<file path="src/hw/rtl/pvpsm_pkg.sv">
package pvpsm_pkg;

   // Store geometry
   localparam int MAX_SITES    = 256;
   localparam int MAX_CLASSES  = 32;
   localparam int MAX_FRAGMENT = 16;
   localparam int STORE_DEPTH  = MAX_SITES * MAX_CLASSES;

   // Field widths
   localparam int ACTION_W    = 2;
   localparam int SITE_IDX_W  = 8;
   localparam int CLASS_IDX_W = 5;
   localparam int PROB_W      = 16;
   localparam int ROW_W       = 9;
   localparam int SCORE_W     = 40;
   localparam int PROD_W      = 2 * PROB_W;

   // Register widths
   localparam int CC_W  = 6;
   localparam int FL_W  = 5;
   localparam int SC_W  = 9;
   localparam int APB_W = 32;
   localparam int PADDR_W = 4;

   // Derived internal widths
   localparam int ADDR_W = $clog2(STORE_DEPTH);
   localparam int M_W    = $clog2(MAX_CLASSES + 1);
   localparam int K_W    = $clog2(MAX_FRAGMENT + 1);
   localparam int S_W    = $clog2(MAX_SITES + 1);
   localparam int DIM_RAW_W = $clog2(MAX_SITES + MAX_FRAGMENT + 2);
   localparam int DIM_W  = (DIM_RAW_W > ROW_W) ? DIM_RAW_W : ROW_W;

   localparam logic [SCORE_W-1:0] SCORE_MAX = '1;

   // Request actions
   localparam logic [ACTION_W-1:0] ACT_WRITE_FIRST  = 2'd0;
   localparam logic [ACTION_W-1:0] ACT_WRITE_SECOND = 2'd1;
   localparam logic [ACTION_W-1:0] ACT_QUERY        = 2'd2;
   localparam logic [ACTION_W-1:0] ACT_CLEAR        = 2'd3;

   // Register indexes
   localparam logic [1:0] REG_CLASS_COUNT       = 2'd0;
   localparam logic [1:0] REG_FRAGMENT_LENGTH   = 2'd1;
   localparam logic [1:0] REG_FIRST_SITE_COUNT  = 2'd2;
   localparam logic [1:0] REG_SECOND_SITE_COUNT = 2'd3;

   typedef struct packed {
      logic clear;
      logic issue;
   } mac_ctrl_type;

endpackage

</file>
<file path="src/hw/rtl/pvpsm_mac.sv">
module pvpsm_mac (
   input  logic                              clock,
   input  logic                              reset,
   input  pvpsm_pkg::mac_ctrl_type           ctrl,
   input  logic [pvpsm_pkg::PROB_W-1:0]      a_data,
   input  logic [pvpsm_pkg::PROB_W-1:0]      b_data,
   output logic [pvpsm_pkg::SCORE_W-1:0]     acc
);

   logic                               data_vld_ff;
   logic                               prod_vld_ff;
   logic [pvpsm_pkg::PROD_W-1:0]       prod_ff;
   logic [pvpsm_pkg::PROD_W-1:0]       prod_in;
   logic [pvpsm_pkg::SCORE_W-1:0]      acc_ff;
   logic [pvpsm_pkg::SCORE_W-1:0]      acc_in;
   logic [pvpsm_pkg::SCORE_W:0]        sum;

   always_comb begin
      prod_in = a_data * b_data;
      sum     = {1'b0, acc_ff} + {{(pvpsm_pkg::SCORE_W + 1 - pvpsm_pkg::PROD_W){1'b0}}, prod_ff};
      acc_in  = acc_ff;
      if (ctrl.clear) begin
         acc_in = '0;
      end else if (prod_vld_ff) begin
         // saturate at the top of the score range
         acc_in = sum[pvpsm_pkg::SCORE_W] ? pvpsm_pkg::SCORE_MAX
                                          : sum[pvpsm_pkg::SCORE_W-1:0];
      end
   end

   always_ff @(posedge clock) begin
      if (reset) begin
         data_vld_ff <= 1'b0;
         prod_vld_ff <= 1'b0;
         acc_ff      <= '0;
      end else begin
         data_vld_ff <= ctrl.issue;
         prod_vld_ff <= data_vld_ff;
         acc_ff      <= acc_in;
      end
   end

   always_ff @(posedge clock) begin
      if (data_vld_ff) begin
         prod_ff <= prod_in;
      end
   end

   assign acc = acc_ff;

endmodule

</file>
<file path="config.mk">
export PLATFORM = sky130hd
export DESIGN_NAME = pvpsm_mac
export DESIGN_NICKNAME = d
export VERILOG_FILES = /design/src/hw/rtl/pvpsm_pkg.sv /design/src/hw/rtl/pvpsm_mac.sv
export SDC_FILE = /design/constraint.sdc
export NUM_CORES = 1
export LEC_CHECK = 0
export ABC_AREA = 1
export CAP_MARGIN = 0
export CELL_PAD_IN_SITES_DETAIL_PLACEMENT = 1
export CELL_PAD_IN_SITES_GLOBAL_PLACEMENT = 1
export CORE_ASPECT_RATIO = 0.9
export CORE_UTILIZATION = 54
export CTS_BUF_LIST = sky130_fd_sc_hd__clkbuf_8
export DETAILED_ROUTE_END_ITERATION = 10
export DONT_BUFFER_PORTS = 1
export PLACE_DENSITY_LB_ADDON = 0.1
export SYNTH_ARGS = -nofsm -noshare
export SYNTH_HDL_FRONTEND = slang
export SYNTH_SLANG_ARGS = --single-unit
</file>
<file path="constraint.sdc">
create_clock -name clock -period 12.36 [get_ports clock]
set_clock_uncertainty 0.05 [all_clocks]
set_input_delay 3.708 -clock clock [delete_from_list [all_inputs] [get_ports clock]]
set_output_delay 3.708 -clock clock [all_outputs]
set_load 0.02 [all_outputs]
</file>
**Word level (Yosys, flattened, before mapping)**

Cells that the tools add are included.

- Reductions and logical operators: 1
- $add $sub $neg: 1
- $mul: 1
- Mux-type cells: 1

Operator list:

| cell | count |
|---|---|
| 40-bit by 32-bit adder with 41-bit output | 1 |
| 40-bit two-way mux | 1 |
| 16-bit by 16-bit multiplier with 32-bit output | 1 |
| 2-bit OR reduction | 1 |

- Output and inout port bits: 40
- Word-level logic and storage cells: 8
- Register bits after elaboration: 74
- Input bits: 36

**Depth between registers and ports, before layout**

- Depth after elaboration: 2
- Depth in mapped cells: 26
- Gate-level depth less buffers: 24

**Worst setup path before layout**

OpenSTA, ideal clock, no wires.

- Path kind: input port to flip-flop
- Start point: input a_data[7] in the netlist's numbering
- End point: register prod_ff[27] in the netlist's numbering (data pin)
- Slack: 3469 ps
- Stages: 24
- Buffers on the path: 2
- Data arrival time: 8588 ps
- Setup time: 252 ps
- Required time: 12058 ps
- Path through: clkbuf_1 > clkbuf_1 > nand2_1 > fa_1 > inv_1 > fa_1 > inv_1 > fa_1 > inv_1 > fa_1 > fa_1 > inv_1 > fa_1 > inv_1 > ha_1 > a21oi_1 > o21ai_0 > a21oi_1 > nand2_1 > a21o_1 > nand2_1 > nand2_1 > nand2_1 > nand2_1

- Cells in the longest elaborated chain, start to end: 1

Ends and longest elaborated chain:

| item | RTL line | RTL |
|---|---|---|
| from (decl) | pvpsm_mac.sv:5 | `input logic [pvpsm_pkg::PROB_W-1:0] a_data,` |
| 16-bit by 16-bit multiplier with 32-bit output | pvpsm_mac.sv:19 | `prod_in = a_data * b_data;` |
| named net prod_in (one bit) | pvpsm_mac.sv:13 | `logic [pvpsm_pkg::PROD_W-1:0] prod_in;` |
| to (signal assigned) | pvpsm_mac.sv:45 | `prod_ff <= prod_in;` |
| to (decl) | pvpsm_mac.sv:12 | `logic [pvpsm_pkg::PROD_W-1:0] prod_ff;` |

The timed path passes the listed nets, and every way through them passes these cells.
A chain may end at the register's enable or synchronous reset.

**Final worst setup path**

- Start point: input b_data[4] in the netlist's numbering
- End point: register prod_ff[27] in the netlist's numbering (data pin)

- Cells in the longest elaborated chain, start to end: 1

Ends and longest elaborated chain:

| item | RTL line | RTL |
|---|---|---|
| from (decl) | pvpsm_mac.sv:6 | `input logic [pvpsm_pkg::PROB_W-1:0] b_data,` |
| 16-bit by 16-bit multiplier with 32-bit output | pvpsm_mac.sv:19 |  |
| named net prod_in (one bit) | pvpsm_mac.sv:13 |  |

The timed path passes the listed nets, and every way through them passes these cells.

==> out/metrics.cfg <==
[timing]
setup_violations=0
hold_violations=0
rsz0062_at_grt=false
setup_tns_ns=0
worstMarginPinSlew_ns=0.593
min_period_over_period_pct=68.9
fmax_mhz=117
relSlewSlack_pct=60.1
min_period_ns=8.52
drv_slew=0

[drt]
drt_iter0_markers=525
avgViaCountPerCell=5.33
drc_errors=0
first_pass_iters=5
antenna_left=0
vias=11877
drt-total-wl_um=40500
wire_per_inst_um=18.2

[final_layout]
multiInputGateArea_mm2=0.0101
num_antenna_cells=0
final_util_pct=56.8
final_common_cell=nand2_1
final_cell_mix=nand2_1, inv_1, fa_1
fin_nets=2247
syn2layout_area_growth_pct=2.69
fill_cells=3335
regArea_mm2=0.00180
drive_gt1_share_pct=2.76

[critical_path]
critical_path_class=input port to flip-flop
cp-end-kind=flip-flop
slowest_stage=fa_1
reg2regPathDepth=16
max_stage_delay_ns=0.54
cp.required_ns=12.43
crit_path_cell_trace=nand2_1, inv_1, fa_1, inv_1, fa_1, fa_1, inv_1, fa_1, fa_1, inv_1, fa_1, inv_1, ha_1, a21oi_1, o21ai_0, a21oi_1, nand2_1, a21o_1, nand2_1, nand2_1, nand2_1, nand2_1
cp-start-kind=input port
cp.arrival_ns=8.59
crit_fanout=16

[place]
dp_hpwl_um=33600
gp_congestion=0.911
port_buffers=0

[clock_network]
htreeDepth=3
tritoncts=yes
clk_pin_slew_ns=0.10
cts_resized=0
cts_setup_buffers=0
numCtsBuffers=9
postCtsHoldBufs=0
root_buffer=clkbuf_8
clock_path_buffers=2
cts_num_sinks=74
clkLatencyLatePin_ns=0.38

[pwr]
leakage_nw=8.22
vdd_ir_drop_max_uv=176
p_sw_share_pct=56.3
finalPower_mw=4.11
pwr-share-clk_pct=5.4
p_int_mw=1.80
seq_power_share_pct=11.8
power_density_mw_per_mm2=285
p_switching_mw=2.31
combinationalPowerShare_pct=82.9

[global_route]
grt_pass1_vias=13275
grt_pass1_wl_um=66400
antenna_found_initial=0
grt_start_max_net_pins=51
grt_util_all_layers_pct=32.2
grt.overflow.total=0

[yosys]
synthDistinctLibCells=39
netlist_area_mm2=0.0140
synth_top_area_share_pct=27.8
synth_area_leader_cell=fa_1
ys_async_sr_fraction_pct=0
synth_nets=2307
ys.flop_type=dfxtp_1
yosys-top-cells-area=fa_1, nand2_1, inv_1
yosysSeqAreaShare_pct=12.9
yosysWarnings=0
ys_ff_latch=74
synth_edf_count=32
synthCells=1940
synth.avg_cell_area_um2=7.23

[job]
cap_viol_max_count=0

[floorplan]
die_h_um=155
dieWidth_um=172
rows=55
fp.dieArea_mm2=0.0266
core_region_area_mm2=0.0253
start_util_pct=55.4
ioPinCount=76

[outcome]
status=completed

[worst_hold_path]
hold_path_class=flip-flop to flip-flop
whs_path_depth=2

## final cells by class
type                            count  area share, %
Multi-Input combinational cell   1311           70.2
Inverter                          481           12.6
Sequential cell                    74           12.5
Tap cell                          342           2.97
Clock buffer                        9          0.860
Clock inverter                      7          0.695
Timing Repair Buffer                3          0.156
## logic make-up after synthesis
group                      synth area share, %
AOI/OAI and AO/OA                         7.10
buffers and inverters                     15.0
xor gates and xnor gates                  3.06
and+or+nand+nor                           22.0
DFF                                       12.9
adders and majority gates                 40.0
## routing by layer
| layer | wire [um] | share of wire (%) | vias to the layer above | GRT usage (%) |
|---|---|---|---|---|
| li1 | - | - | 5636 | - |
| met1 | 17500 | 43 | 5911 | 39.5 |
| met2 | 20500 | 51 | 265 | 59.3 |
| met3 | 1690 | 4.2 | 65 | 3.59 |
| met4 | 839 | 2.1 | 0 | 8.51 |
| met5 | 0 | 0 | - | 0 |
## cell usage after synthesis, types with 2 or more instances
library cell	instances
nand3_1	49
dfxtp_1	42
nand4_1	10
fa_1	195
nand2_2	4
o21bai_1	3
a21o_1	6
inv_1	474
nor4_1	9
xnor2_1	22
edfxtp_1	32
nand2_1	547
a21oi_4	10
o211ai_1	3
nand2_4	3
o21ai_1	3
nand3_2	3
inv_2	5
o21ai_0	54
nor3_1	9
xor2_1	27
a31oi_1	7
nor2_1	120
nor2_2	2
nor3_2	2
a21oi_1	81
clkbuf_1	71
ha_1	136
## worst max-delay path: cells and delay by family
kind                     cells  cell delay, ns
adder cells (fa/ha/maj)      7            3.34
buffers and inverters        5            0.26
AO/OA/AOI/OAI                4            0.78
AND/OR/NAND/NOR              6            0.49
## through the flow
| step | hold slack, ns | worst slack [ns] | cell area [um2] | cells |
|---|---|---|---|---|
| 3_5_place_dp | 0.573 | 3.49 | 14200 | 2211 |
| 4_1_cts | 0.587 | 3.88 | 14400 | 2227 |
| 6_report | 0.580 | 3.84 | 14400 | 2227 |
| 5_1_grt | 0.641 | 3.64 | 14400 | 2227 |
| 2_1_floorplan | 0.519 | 3.47 | 14000 | 1940 |
| 3_3_place_gp | 0.557 | 3.59 | 14200 | 2211 |
## final timing paths
check / slack (ns) / end / from
max: 3.84 / prod_ff[27] / b_data[4]
min: 0.58 / acc[0] / acc[0]
max reg2reg: 9.40 / acc[7] / acc[0]
min reg2reg: 0.58 / acc[0] / acc[0]
## registers in the layout, summed over array words and instances, names as in the netlist
name,count
data_vld_ff,1
prod_ff,32
acc,40
prod_vld_ff,1
## power by group through the flow
stage	Sequential, mW	Combinational, mW	Clock [mW]
after floorplan	0.478	2.51	0
after global placement	0.488	3.23	0
after detailed placement	0.489	3.38	0
after CTS	0.483	3.41	0.226
after global routing	0.487	3.87	0.235
final	0.484	3.40	0.221
Power figures use the tool's default switching activity.
